$ cat config.mk
export PLATFORM = sky130hd
export DESIGN_NAME = microwire_eeprom_master_top
export DESIGN_NICKNAME = d
export VERILOG_FILES = /design/src/rtl/core/mwem_pkg.sv /design/src/rtl/core/mwem_seq.sv /design/src/rtl/core/microwire_eeprom_master_top.sv
export SDC_FILE = /design/constraint.sdc
export NUM_CORES = 1
export LEC_CHECK = 0
export BUFFER_PORTS_ARGS = -buffer_cell sky130_fd_sc_hd__buf_4
export CORE_ASPECT_RATIO = 0.8
export CORE_MARGIN = 2
export CORE_UTILIZATION = 30
export DETAILED_ROUTE_END_ITERATION = 8
export GPL_TIMING_DRIVEN = 0
export PLACE_DENSITY = 0.49
export SKIP_CTS_REPAIR_TIMING = 1
export SLEW_MARGIN = 25
export SYNTH_ARGS = -nofsm -noshare
export SYNTH_HDL_FRONTEND = slang
export SYNTH_SLANG_ARGS = --single-unit
$ cat constraint.sdc
create_clock -name clk -period 5.7 [get_ports clk]
set_input_delay 0.57 -clock clk [delete_from_list [all_inputs] [get_ports clk]]
set_output_delay 0.57 -clock clk [all_outputs]
set_load 0.03 [all_outputs]
$ cat src/rtl/core/mwem_pkg.sv
// Shared types and constants for the three-wire serial EEPROM master.
// Used by mwem_seq and microwire_eeprom_master_top; depends on nothing.
package mwem_pkg;

  localparam int unsigned CMD_W   = 3;
  localparam int unsigned ADDR_W  = 8;
  localparam int unsigned DATA_W  = 8;
  localparam int unsigned WORD_W  = 19;
  localparam int unsigned BCNT_W  = 5;
  localparam int unsigned POLL_W  = 6;
  localparam int unsigned ATT_W   = 3;

  localparam int unsigned IN_TDATA_W  = 24;
  localparam int unsigned OUT_TDATA_W = 16;
  localparam int unsigned CFG_DATA_W  = 6;

  localparam logic [CMD_W-1:0] CMD_NONE    = 3'd0;
  localparam logic [CMD_W-1:0] CMD_READ    = 3'd1;
  localparam logic [CMD_W-1:0] CMD_WRITE   = 3'd2;
  localparam logic [CMD_W-1:0] CMD_ENABLE  = 3'd3;
  localparam logic [CMD_W-1:0] CMD_DISABLE = 3'd4;
  localparam logic [CMD_W-1:0] CMD_ERASE   = 3'd5;

  localparam logic [1:0] OP_CONTROL = 2'b00;
  localparam logic [1:0] OP_WRITE   = 2'b01;
  localparam logic [1:0] OP_READ    = 2'b10;

  localparam logic [ADDR_W-1:0] ADDR_ENABLE  = 8'hC0;
  localparam logic [ADDR_W-1:0] ADDR_DISABLE = 8'h00;
  localparam logic [ADDR_W-1:0] ADDR_ERASE   = 8'h80;

  localparam logic [BCNT_W-1:0] BITS_SHORT = 5'd11;
  localparam logic [BCNT_W-1:0] BITS_WRITE = 5'd19;
  localparam logic [BCNT_W-1:0] BITS_RECV  = 5'd8;

  localparam logic [ATT_W-1:0]  ATTEMPT_RESET = 3'd3;
  localparam logic [POLL_W-1:0] POLL_RESET    = 6'd20;

  localparam logic CFG_ATTEMPT = 1'b0;
  localparam logic CFG_POLL    = 1'b1;

  typedef enum logic [1:0] {
    KIND_CONTROL = 2'd0,
    KIND_WRITE   = 2'd1,
    KIND_READ    = 2'd2
  } kind_t;

  typedef struct packed {
    logic              write_failed;
    logic [DATA_W-1:0] rx_byte;
    logic              done_res;
    logic              busy_res;
    logic              serial_out;
    logic              serial_clock;
    logic              chip_select;
  } res_t;

endpackage

$ cat src/rtl/core/mwem_seq.sv
// Pin sequencer of the serial EEPROM master: frame state and per-tick pin levels.
// Depends on mwem_pkg; advanced by one tick on every step strobe.
module mwem_seq (
  input  logic                                clk,
  input  logic                                rst_n,
  input  logic                                step,
  input  logic [mwem_pkg::CMD_W-1:0]          command,
  input  logic [mwem_pkg::ADDR_W-1:0]         address,
  input  logic [mwem_pkg::DATA_W-1:0]         write_data,
  input  logic                                serial_in,
  input  logic [mwem_pkg::ATT_W-1:0]          attempt_limit,
  input  logic [mwem_pkg::POLL_W-1:0]         ready_poll_limit,
  output mwem_pkg::res_t                      res
);

  typedef enum logic [3:0] {
    PH_IDLE       = 4'd0,
    PH_SEND_HI    = 4'd1,
    PH_SEND_LO    = 4'd2,
    PH_RECV_HI    = 4'd3,
    PH_RECV_LO    = 4'd4,
    PH_POLL_FIRST = 4'd5,
    PH_POLL       = 4'd6,
    PH_GAP_ENABLE = 4'd7,
    PH_GAP_WRITE  = 4'd8,
    PH_GAP_POLL   = 4'd9,
    PH_GAP_RETRY  = 4'd10,
    PH_FINISH     = 4'd11
  } phase_t;

  phase_t                          phase_r, phase_nxt;
  logic [mwem_pkg::BCNT_W-1:0]     bit_count_r, bit_count_nxt;
  logic [mwem_pkg::WORD_W-1:0]     shift_word_r, shift_word_nxt;
  logic [mwem_pkg::POLL_W-1:0]     poll_count_r, poll_count_nxt;
  logic [mwem_pkg::ATT_W-1:0]      attempt_count_r, attempt_count_nxt;
  logic [mwem_pkg::CMD_W-1:0]      held_command_r, held_command_nxt;
  logic [mwem_pkg::ADDR_W-1:0]     held_address_r, held_address_nxt;
  logic [mwem_pkg::DATA_W-1:0]     held_data_r, held_data_nxt;
  logic [mwem_pkg::DATA_W-1:0]     received_byte_r, received_byte_nxt;
  mwem_pkg::kind_t                 frame_kind_r, frame_kind_nxt;
  logic                            failed_r, failed_nxt;

  logic [mwem_pkg::ATT_W-1:0]      limit;
  logic [mwem_pkg::ATT_W-1:0]      attempt_inc;
  logic [mwem_pkg::BCNT_W-1:0]     bit_dec;
  logic [mwem_pkg::WORD_W-1:0]     recv_word;
  logic                            held_is_write;
  logic                            cs, sclk, dout, busy, done;

  function automatic logic [mwem_pkg::WORD_W-1:0] short_word(
    input logic [1:0]                  op,
    input logic [mwem_pkg::ADDR_W-1:0] addr
  );
    return {1'b1, op, addr, {mwem_pkg::DATA_W{1'b0}}};
  endfunction

  assign limit         = (attempt_limit == '0) ? mwem_pkg::ATT_W'(1) : attempt_limit;
  assign attempt_inc   = attempt_count_r + mwem_pkg::ATT_W'(1);
  assign bit_dec       = (bit_count_r != '0) ? bit_count_r - mwem_pkg::BCNT_W'(1) : '0;
  assign recv_word     = {{(mwem_pkg::WORD_W-mwem_pkg::DATA_W){1'b0}},
                          shift_word_r[mwem_pkg::DATA_W-2:0], serial_in};
  assign held_is_write = (held_command_r == mwem_pkg::CMD_WRITE);

  always_comb begin
    phase_nxt         = phase_r;
    bit_count_nxt     = bit_count_r;
    shift_word_nxt    = shift_word_r;
    poll_count_nxt    = poll_count_r;
    attempt_count_nxt = attempt_count_r;
    held_command_nxt  = held_command_r;
    held_address_nxt  = held_address_r;
    held_data_nxt     = held_data_r;
    received_byte_nxt = received_byte_r;
    frame_kind_nxt    = frame_kind_r;
    failed_nxt        = failed_r;
    cs   = 1'b0;
    sclk = 1'b0;
    dout = 1'b0;
    busy = 1'b1;
    done = 1'b0;
    unique case (phase_r)
      PH_SEND_HI: begin
        cs = 1'b1;
        sclk = 1'b1;
        dout = shift_word_r[mwem_pkg::WORD_W-1];
        phase_nxt = PH_SEND_LO;
      end
      PH_SEND_LO: begin
        cs = 1'b1;
        dout = shift_word_r[mwem_pkg::WORD_W-1];
        shift_word_nxt = {shift_word_r[mwem_pkg::WORD_W-2:0], 1'b0};
        bit_count_nxt = bit_dec;
        if (bit_dec == '0) begin
          priority if (frame_kind_r == mwem_pkg::KIND_READ) begin
            shift_word_nxt = '0;
            bit_count_nxt = mwem_pkg::BITS_RECV;
            phase_nxt = PH_RECV_HI;
          end else if (frame_kind_r == mwem_pkg::KIND_WRITE) begin
            phase_nxt = PH_GAP_WRITE;
          end else begin
            phase_nxt = held_is_write ? PH_GAP_ENABLE : PH_FINISH;
          end
        end
      end
      PH_RECV_HI: begin
        cs = 1'b1;
        sclk = 1'b1;
        phase_nxt = PH_RECV_LO;
      end
      PH_RECV_LO: begin
        cs = 1'b1;
        shift_word_nxt = recv_word;
        bit_count_nxt = bit_dec;
        if (bit_dec == '0) begin
          received_byte_nxt = recv_word[mwem_pkg::DATA_W-1:0];
          priority if (!held_is_write) begin
            phase_nxt = PH_FINISH;
          end else if (recv_word[mwem_pkg::DATA_W-1:0] == held_data_r) begin
            failed_nxt = 1'b0;
            phase_nxt = PH_FINISH;
          end else begin
            attempt_count_nxt = attempt_inc;
            if (attempt_inc >= limit || attempt_inc == '0) begin
              failed_nxt = 1'b1;
              phase_nxt = PH_FINISH;
            end else begin
              phase_nxt = PH_GAP_RETRY;
            end
          end
        end else begin
          phase_nxt = PH_RECV_HI;
        end
      end
      PH_POLL_FIRST: begin
        cs = 1'b1;
        if (serial_in) begin
          phase_nxt = PH_GAP_POLL;
        end else begin
          poll_count_nxt = '0;
          phase_nxt = PH_POLL;
        end
      end
      PH_POLL: begin
        cs = 1'b1;
        if (serial_in || poll_count_r >= ready_poll_limit) begin
          phase_nxt = PH_GAP_POLL;
        end else begin
          poll_count_nxt = poll_count_r + mwem_pkg::POLL_W'(1);
        end
      end
      PH_GAP_ENABLE: begin
        shift_word_nxt = {1'b1, mwem_pkg::OP_WRITE, held_address_r, held_data_r};
        bit_count_nxt = mwem_pkg::BITS_WRITE;
        frame_kind_nxt = mwem_pkg::KIND_WRITE;
        phase_nxt = PH_SEND_HI;
      end
      PH_GAP_WRITE: begin
        phase_nxt = PH_POLL_FIRST;
      end
      PH_GAP_POLL: begin
        shift_word_nxt = short_word(mwem_pkg::OP_READ, held_address_r);
        bit_count_nxt = mwem_pkg::BITS_SHORT;
        frame_kind_nxt = mwem_pkg::KIND_READ;
        phase_nxt = PH_SEND_HI;
      end
      PH_GAP_RETRY: begin
        shift_word_nxt = short_word(mwem_pkg::OP_CONTROL, mwem_pkg::ADDR_ENABLE);
        bit_count_nxt = mwem_pkg::BITS_SHORT;
        frame_kind_nxt = mwem_pkg::KIND_CONTROL;
        phase_nxt = PH_SEND_HI;
      end
      PH_FINISH: begin
        busy = 1'b0;
        done = 1'b1;
        phase_nxt = PH_IDLE;
      end
      default: begin
        busy = 1'b0;
        phase_nxt = PH_IDLE;
        if (command >= mwem_pkg::CMD_READ && command <= mwem_pkg::CMD_ERASE) begin
          held_command_nxt = command;
          held_address_nxt = address;
          held_data_nxt = write_data;
          attempt_count_nxt = '0;
          poll_count_nxt = '0;
          bit_count_nxt = mwem_pkg::BITS_SHORT;
          frame_kind_nxt = mwem_pkg::KIND_CONTROL;
          phase_nxt = PH_SEND_HI;
          priority if (command == mwem_pkg::CMD_READ) begin
            shift_word_nxt = short_word(mwem_pkg::OP_READ, address);
            frame_kind_nxt = mwem_pkg::KIND_READ;
          end else if (command == mwem_pkg::CMD_WRITE) begin
            failed_nxt = 1'b0;
            shift_word_nxt = short_word(mwem_pkg::OP_CONTROL, mwem_pkg::ADDR_ENABLE);
          end else if (command == mwem_pkg::CMD_ENABLE) begin
            shift_word_nxt = short_word(mwem_pkg::OP_CONTROL, mwem_pkg::ADDR_ENABLE);
          end else if (command == mwem_pkg::CMD_DISABLE) begin
            shift_word_nxt = short_word(mwem_pkg::OP_CONTROL, mwem_pkg::ADDR_DISABLE);
          end else begin
            shift_word_nxt = short_word(mwem_pkg::OP_CONTROL, mwem_pkg::ADDR_ERASE);
          end
        end
      end
    endcase
  end

  always_comb begin
    res.chip_select  = cs;
    res.serial_clock = sclk;
    res.serial_out   = dout;
    res.busy_res     = busy;
    res.done_res     = done;
    res.rx_byte      = received_byte_r;
    res.write_failed = failed_r;
  end

  always_ff @(posedge clk) begin
    if (!rst_n) begin
      phase_r         <= PH_IDLE;
      bit_count_r     <= '0;
      shift_word_r    <= '0;
      poll_count_r    <= '0;
      attempt_count_r <= '0;
      held_command_r  <= mwem_pkg::CMD_NONE;
      held_address_r  <= '0;
      held_data_r     <= '0;
      received_byte_r <= '0;
      frame_kind_r    <= mwem_pkg::KIND_CONTROL;
      failed_r        <= 1'b0;
    end else if (step) begin
      phase_r         <= phase_nxt;
      bit_count_r     <= bit_count_nxt;
      shift_word_r    <= shift_word_nxt;
      poll_count_r    <= poll_count_nxt;
      attempt_count_r <= attempt_count_nxt;
      held_command_r  <= held_command_nxt;
      held_address_r  <= held_address_nxt;
      held_data_r     <= held_data_nxt;
      received_byte_r <= received_byte_nxt;
      frame_kind_r    <= frame_kind_nxt;
      failed_r        <= failed_nxt;
    end
  end

endmodule

$ cat src/rtl/core/microwire_eeprom_master_top.sv
// Top level of the three-wire serial EEPROM master: stream ports, registers,
// output register. Depends on mwem_pkg and mwem_seq.
//
// Each input beat is one tick of the pin sequencer. A read, write, enable,
// disable or erase-all command in a beat taken while idle starts a sequence
// of frames; the following beats advance it and supply the sampled device
// data-out pin. Every input beat yields exactly one output beat with the pin
// levels for that tick and the busy, done, read byte and failure status.
// An input beat's output is valid in the next cycle, and a new beat is
// taken every cycle as long as the output register is empty or being drained
// in the same cycle, so sustained throughput is one beat per cycle; it is set
// by the single sequencer state update per tick.
// When the receiver stalls, the result stays in the output register and
// in_tready drops until it is taken; the sequencer does not advance.
// A synchronous active-low reset puts the sequencer in idle with all pins
// low, clears the status, empties the output register and sets the attempt
// limit to 3 and the poll limit to 20. Register writes take effect at once.
module microwire_eeprom_master_top (
  input  logic                                clk,
  input  logic                                rst_n,
  input  logic                                in_tvalid,
  output logic                                in_tready,
  // [2:0] command, [10:3] address, [18:11] write_data, [19] serial_in
  input  logic [mwem_pkg::IN_TDATA_W-1:0]     in_tdata,
  output logic                                out_tvalid,
  input  logic                                out_tready,
  // [0] chip_select, [1] serial_clock, [2] serial_out, [3] busy_res,
  // [4] done_res, [12:5] rx_byte, [13] write_failed
  output logic [mwem_pkg::OUT_TDATA_W-1:0]    out_tdata,
  input  logic                                cfg_we,
  input  logic                                cfg_index,
  input  logic [mwem_pkg::CFG_DATA_W-1:0]     cfg_data
);

  logic                             step;
  logic                             out_valid_r;
  mwem_pkg::res_t                   res;
  mwem_pkg::res_t                   out_res_r;
  logic [mwem_pkg::ATT_W-1:0]       attempt_limit_r;
  logic [mwem_pkg::POLL_W-1:0]      poll_limit_r;

  assign in_tready = !out_valid_r || out_tready;
  assign step      = in_tvalid && in_tready;

  mwem_seq u_seq (
    .clk              (clk),
    .rst_n            (rst_n),
    .step             (step),
    .command          (in_tdata[2:0]),
    .address          (in_tdata[10:3]),
    .write_data       (in_tdata[18:11]),
    .serial_in        (in_tdata[19]),
    .attempt_limit    (attempt_limit_r),
    .ready_poll_limit (poll_limit_r),
    .res              (res)
  );

  always_ff @(posedge clk) begin
    if (!rst_n) begin
      attempt_limit_r <= mwem_pkg::ATTEMPT_RESET;
      poll_limit_r    <= mwem_pkg::POLL_RESET;
    end else if (cfg_we) begin
      if (cfg_index == mwem_pkg::CFG_ATTEMPT) begin
        attempt_limit_r <= cfg_data[mwem_pkg::ATT_W-1:0];
      end else begin
        poll_limit_r <= cfg_data;
      end
    end
  end

  always_ff @(posedge clk) begin
    if (!rst_n) begin
      out_valid_r <= 1'b0;
    end else if (step) begin
      out_valid_r <= 1'b1;
    end else if (out_tready) begin
      out_valid_r <= 1'b0;
    end
  end

  always_ff @(posedge clk) begin
    if (step) begin
      out_res_r <= res;
    end
  end

  assign out_tvalid = out_valid_r;
  assign out_tdata  = {2'b00, out_res_r};

  a_beat_lands: assert property (@(posedge clk) disable iff (!rst_n)
    step |=> out_valid_r)
    else $error("accepted beat did not reach the output register");

  a_stall_only: assert property (@(posedge clk) disable iff (!rst_n)
    !in_tready |-> (out_valid_r && !out_tready))
    else $error("input stalled without a held output beat");

  a_clock_in_frame: assert property (@(posedge clk) disable iff (!rst_n)
    res.serial_clock |-> (res.chip_select && res.busy_res))
    else $error("serial clock toggled outside a frame");

  a_done_quiet: assert property (@(posedge clk) disable iff (!rst_n)
    res.done_res |-> (!res.chip_select && !res.busy_res && !res.serial_out))
    else $error("done tick with pins active");

endmodule
==> results.tsv, run 1 <==
metric	value	unit
crit_start	out_tready	
worst_pin_slew	942	ps
fin_crit_sh	0.538	
fp.dieH	115	µm
drv_cap	0	
ys.warnings.count	0	
drtIter0Drc	206	
grt_max_degree	22	
wl_per_cell	16.4	µm
synth_edf_count	14	
worstPathArrival	3360	ps
fin_util	0.367	
ys_types	74	
gp_congestion	0.908	
p_leak	2.13	nW
rsz0062_at_grt	false	
antenna_found_initial	0	
async_flop_share	0	
timing.final.crit_period	3070	ps
fp-row-count	40	
area_delta_synth_final	19.4	%
register_area	0.00196	mm²
power_density	298	mW/mm²
avgSynthCellArea	8.71	µm²
drive_gt1_frac	0.159	
dp_hpwl	9460	µm
io_buffer_count	43	
final-hold-violation-count	0	
final_cell_mix	nand2_1 (79), dfxtp_1 (77), a21oi_1 (53)	
layout_commonest_cell	nand2_1	
grt_util_all_layers	0.164	
wl	13100	µm
cts_buffer_depth	2	
seq_power_share	0.428	
coreArea	0.0151	mm²
fillers	1531	
firstDrtPassIters	5	
crit_type	in -> reg	
grt_pass1_vias	3906	
clk_pin_slew	70	ps
ant_nets	0	
setup_viol	0	
intPower	1.15	mW
netlist_area	0.00462	mm²
start_util	0.307	
ys_seq_area_frac	0.424	
clock.fmax	0.326	GHz
clk_latency	350	ps
grt_pass1_wl	20800	µm
switching_power	0.500	mW
ioPinCount	54	
hold_class	reg -> reg	
critPathLaunchType	input pin	
root_buffer	clkbuf_16	
vias_per_cell	5.14	
outcome	finished, final reports clean	
nNetsFinal	636	
irDropWorstVdd	0.139	mV
grt-ovfl-total	0	
die_x	143	µm
cts_max_level	3	
cts_made_buffers	9	
dr_total_vias	4121	
diodes	0	
drc	0	
multi_input_comb_area	0.00244	mm²
slew_headroom	0.371	
synth_cells	531	
synthFlopType	dfxtp_1	
p_sw_frac	0.304	
end_kind	flip-flop	
p_comb_frac	0.195	
worstHoldStart	u_seq.received_byte_r[5]$_SDFFE_PN0P_	
whs_path_depth	0	
cts_tree	yes	
skew	8.65	ps
rr_startpoint	out_tvalid$_SDFFE_PN0P_	
path_max_fanout	21	
pwr-share-clk	0.377	
drv_slew	0	
ys_ff_latch	91	
worst-r2r-cell-count	7	
clock-sinks	91	
finalPower	1.65	mW
dieArea	0.0164	mm²
final.setup.tns	0	ps
cp.required	5990	ps
## final timing paths
check	to	slack, ps
hold / removal	out_tdata[10]$_DFFE_PP_	440
hold reg to reg	out_tdata[10]$_DFFE_PP_	440
setup / recovery	u_seq.shift_word_r[10]$_SDFFE_PN0P_	2630
setup reg to reg	u_seq.shift_word_r[10]$_SDFFE_PN0P_	2630
## worst max-delay path: stages
cell and delay [ps]:
buf_4 80, nand2b_1 130, nand2_1 290, inv_1 810
nand2_1 330, nor3_1 790, a22o_1 240, a221o_1 110
## final cells by class
cell class | count | share of cell area
Buffer | 29 | 0.0290
Inverter | 20 | 0.0136
Timing Repair Buffer | 43 | 0.0585
Tap cell | 210 | 0.0476
Clock buffer | 10 | 0.0415
Sequential cell | 91 | 0.355
Clock inverter | 6 | 0.0134
Multi-Input combinational cell | 392 | 0.441
## through the flow
step | worst slack, ps | instance area, µm² | cells | hold slack [ps]
2_1_floorplan | 3170 | 4630 | 532 | 408
6_report | 2630 | 5520 | 801 | 438
3_5_place_dp | 2270 | 5210 | 785 | 425
4_1_cts | 2630 | 5520 | 801 | 442
5_1_grt | 2360 | 5520 | 801 | 452
3_3_place_gp | 2330 | 5210 | 785 | 419
## power groups by stage
| stage | Sequential, mW | Combinational, mW | Clock (mW) |
|---|---|---|---|
| 6_report | 0.706 | 0.321 | 0.621 |
| 4_1_cts | 0.705 | 0.319 | 0.638 |
| 3_5_place_dp | 0.720 | 0.318 | 0 |
| 3_3_place_gp | 0.719 | 0.315 | 0 |
| 2_1_floorplan | 0.729 | 0.207 | 0 |
| 5_1_grt | 0.709 | 0.354 | 0.664 |
## cells in the mapped netlist (all sizes together), types with 2 or more instances
cell type / count / area [µm²]
a211o: 3 / 26.3
a211oi: 6 / 50.1
a21boi: 2 / 15.0
a21o: 3 / 22.5
a21oi: 54 / 274
a221o: 6 / 60.1
a22o: 7 / 61.3
a22oi: 9 / 67.6
a2bb2oi: 2 / 17.5
a31oi: 5 / 31.3
a32o: 2 / 20.0
and3: 3 / 23.8
and4: 3 / 28.8
buf: 18 / 119
clkbuf: 11 / 41.3
dfxtp: 77 / 1540
edfxtp: 14 / 420
ha: 14 / 175
inv: 20 / 75.1
mux2i: 12 / 120
nand2: 80 / 308
nand2b: 13 / 81.3
nand3: 22 / 115
nand3b: 3 / 22.5
nor2: 36 / 135
nor2b: 5 / 31.3
nor3: 14 / 75.1
nor3b: 4 / 30.0
nor4: 6 / 43.8
nor4b: 2 / 32.5
o211a: 2 / 27.5
o211ai: 3 / 22.5
o21ai: 24 / 120
o2bb2ai: 8 / 70.1
o311ai: 2 / 17.5
o31ai: 2 / 15.0
or3: 6 / 42.5
or4: 3 / 30.0
xor2: 8 / 70.1
## sequential cells by signal, indices dropped and copies added (netlist names)
signal and count:
u_seq.shift_word_r 19, u_seq.attempt_count_r 3, u_seq.poll_count_r 6, u_seq.held_address_r 8, u_seq.held_data_r 8, out_tvalid 1
u_seq.received_byte_r 8, poll_limit_r 6, u_seq.bit_count_r 5, u_seq.frame_kind_r 2, out_tdata 14, u_seq.failed_r 1
attempt_limit_r 3, u_seq.phase_r 4, u_seq.held_command_r 3
## cell families (layout without fill, tap and decap cells)
family          after synthesis  in the layout  synth area share
flops                        91             91             0.424
xor+xnor                      9              9            0.0171
buf+inv                      49            108            0.0509
compound gates              149            149             0.216
simple gates                205            205             0.224
fa+ha+maj                    14             14            0.0379
other cells                   1              2          0.000811
mux                          13             13            0.0284
## routing by layer
| layer | vias to the layer above | wire length [µm] | global-route usage |
|---|---|---|---|
| li1 | 2025 | - | - |
| met1 | 1948 | 6370 | 0.229 |
| met2 | 135 | 5730 | 0.255 |
| met3 | 13 | 846 | 0.0358 |
| met4 | 0 | 156 | 0.0488 |
| met5 | - | 0 | 0 |
Power figures use the tool's default switching activity.
==> run 2: changes to the inputs <==
ABC_AREA = 1   (was default)
PLACE_DENSITY = 0.5   (was 0.49)
clock period = 2.5 ns   (was 5.7 ns; I/O delays follow)
==> run 2 against run 1 <==
Against the previous run:
- cell count is 21% higher
- clock-buffer cell count stayed put
- sequential power is 130% higher
- final area is 6.6% higher
- first-iteration DRC count is 59% higher
- synthesized cell count is 30% higher
- sequential share of layout area is 2.2 points lower
- critical path type is now reg -> reg
- critical endpoint is now u_seq.shift_word_r[16]$_SDFFE_PN0P_
- largest cell class unchanged
==> results.tsv, run 2 <==
metric	value	unit	change
final_cell_mix	nand2_1 (156), inv_1 (92), dfxtp_1 (77)		was nand2_1 (79), dfxtp_1 (77), a21oi_1 (53)
dp_slack	100	ps	was 2270 ps
ys_seq_area_frac	0.397		was 0.424
root_buffer	clkbuf_16		unchanged
power_density	619	mW/mm²	was 298 mW/mm²
setup_viol	0		unchanged
grt_pass1_wl	22200	µm	was 20800 µm
hold_ws	126	ps	was 438 ps
timing.final.crit_period	2290	ps	
design_area	0.00589	mm²	was 0.00552 mm²
setup_slack	209	ps	was 2630 ps
wl	13700	µm	was 13100 µm
grt-ovfl-total	0		unchanged
coreArea	0.0160	mm²	was 0.0151 mm²
firstDrtPassIters	5		unchanged
synthFlopType	dfxtp_1		unchanged
dieArea	0.0175	mm²	was 0.0164 mm²
vias_per_cell	4.70		was 5.14
layout_commonest_cell	nand2_1		unchanged
nNetsFinal	802		was 636
rsz0062_at_grt	false		unchanged
synth_common_cells	nand2_1 (156), inv_1 (92), dfxtp_1 (77)		was nand2_1 (79), dfxtp_1 (77), a21oi_1 (53)
netlist_area	0.00494	mm²	was 0.00462 mm²
drive_gt1_frac	0.174		was 0.159
gp_congestion	0.865		was 0.908
cp.required	2720	ps	was 5990 ps
synth_top_area_share	0.312		was 0.333
fillers	1702		was 1531
io_buffer_count	47		was 43
clk_latency	360	ps	was 350 ps
clk_pin_slew	70	ps	about the same
synth_cells	689		was 531
async_flop_share	0		unchanged
wl_per_cell	14.1	µm	was 16.4 µm
synth_top_cell_by_area	dfxtp_1		unchanged
ant_nets	0		unchanged
dp_hpwl	10200	µm	was 9460 µm
final-hold-violation-count	0		unchanged
skew	9.43	ps	was 8.65 ps
fp.dieH	119	µm	was 115 µm
cts_tree	yes		unchanged
irDropWorstVdd	0.326	mV	was 0.139 mV
synth.most_common_cell	nand2_1		unchanged
critPathLaunchType	flip-flop		was input pin
fp-row-count	41		was 40
ys.warnings.count	0		unchanged
avgSynthCellArea	7.17	µm²	was 8.71 µm²
worst_pin_slew	844	ps	was 942 ps
grt_pass1_vias	4260		was 3906
largest_reg_flops	19		unchanged
clock-sinks	91		unchanged
cts_made_buffers	9		unchanged
hold_class	in -> reg		was reg -> reg
drtIter0Drc	328		was 206
grt_util_all_layers	0.163		was 0.164
regMostFlops	u_seq.shift_word_r		unchanged
finalPower	3.64	mW	was 1.65 mW
path_max_fanout	10		was 21
ys_ff_latch	91		unchanged
diodes	0		unchanged
die_x	148	µm	was 143 µm
grt_max_degree	22		unchanged
drv_cap	0		unchanged
ys_types	42		was 74
cts_max_level	3		unchanged
drc	0		unchanged
synth_edf_count	14		unchanged
end_kind	flip-flop		unchanged
fin_crit_sh	0.916		
slew_headroom	0.437		was 0.371
start_util	0.310		was 0.307
yosys-top-cells-area	dfxtp_1 (31%), nand2_1 (12%), edfxtp_1 (8.5%), inv_1 (7.0%), a21oi_1 (6.2%)		was dfxtp_1 (33%), edfxtp_1 (9.1%), nand2_1 (6.4%), a21oi_1 (5.7%), ha_1 (3.8%)
drv_slew	0		unchanged
antenna_found_initial	0		unchanged
area_delta_synth_final	19.1	%	was 19.4%
cts_buffer_depth	2		unchanged
outcome	finished, final reports clean		unchanged
dpl-instance-area	0.00558	mm²	was 0.00521 mm²
worstPathArrival	2510	ps	was 3360 ps
crit_type	reg -> reg		was in -> reg
clock.fmax	0.437	GHz	
dr_total_vias	4573		was 4121
ioPinCount	54		unchanged
p_leak	2.52	nW	was 2.13 nW
## run 2: cell count changes after synthesis, moves of 9 or more
cell      before  now
nand4_1        0   13
nor2_1        36   62
a21oi_2        1   10
a22oi_1        9    0
nand2_2        0   15
nand2_1       79  156
nand3_1       21   32
inv_1         18   92
o21ai_0       24   51
nor3_1        13    4
nand2b_1      13    0
mux2i_1       12    0
## run 2: path summary, 6_finish.rpt
check | slack [ps] | to | cells past startpoint | from
setup reg to reg | 210 | u_seq.shift_word_r[16]$_SDFFE_PN0P_ | 14 | u_seq.bit_count_r[0]$_SDFFE_PN0P_
setup / recovery | 210 | u_seq.shift_word_r[16]$_SDFFE_PN0P_ | 14 | u_seq.bit_count_r[0]$_SDFFE_PN0P_
hold reg to reg | 420 | out_tdata[6]$_DFFE_PP_ | 0 | u_seq.received_byte_r[1]$_SDFFE_PN0P_
hold / removal | 130 | poll_limit_r[4]$_SDFFE_PN1P_ | 3 | cfg_data[4]
## run 2: worst max-delay path, stage by stage, from the launching register on
cell     delay (ps)
dfxtp_1         310
inv_1           160
ha_1            230
nand2_1          80
o21ai_0         170
nand2_1         140
nor2_4          200
nand2_4         150
nand2_2         140
nand2_1         110
buf_2           210
nand2_1          70
nand2_1          50
nand2_2          90
a21oi_2          40
## run 2: cell type report
class | instances | area [µm²] | share of cell area
multi-input cells | 476 | 2500 | 0.425
inverters | 101 | 379 | 0.0644
flip-flops and latches | 91 | 1960 | 0.333
clock inverters | 6 | 40.0 | 0.00680
repair buffers | 51 | 383 | 0.0651
well taps | 215 | 269 | 0.0457
clock buffers | 10 | 239 | 0.0406
plain buffers | 22 | 115 | 0.0196
## run 2: metal layers
layer | part of all wire | track usage | wire [µm] | up-vias
li1 | - | - | - | 2357
met1 | 0.50 | 0.243 | 6930 | 2063
met2 | 0.41 | 0.228 | 5620 | 137
met3 | 0.069 | 0.0356 | 947 | 16
met4 | 0.016 | 0.0559 | 223 | 0
met5 | 0 | 0 | 0 | -
## run 2: report_power, final
part           internal, mW  total (mW)  leakage (nW)  switching, mW
logic                 0.246       0.731          1.62          0.484
clock network         0.700        1.31         0.130          0.606
registers              1.56        1.60         0.769         0.0412
## run 2: cell families (layout without fill, tap and decap cells)
| group | count (synthesis) | count (layout) | synth area share |
|---|---|---|---|
| AOI/OAI and AO/OA | 148 | 148 | 0.167 |
| xor gates and xnor gates | 5 | 5 | 0.00886 |
| adders and majority gates | 14 | 14 | 0.0354 |
| buffers and inverters | 123 | 190 | 0.100 |
| DFF | 91 | 91 | 0.397 |
| other | 1 | 2 | 0.000759 |
| and+or+nand+nor | 307 | 307 | 0.291 |
## run 2: per-stage QoR
stage | util | std cells | setup TNS, ps
finish | 0.369 | 972 | 0
detailed placement | 0.350 | 952 | 0
global route | 0.369 | 972 | 0
CTS | 0.367 | 968 | 0
floorplan | - | 690 | 0
global placement | 0.349 | 952 | -3570
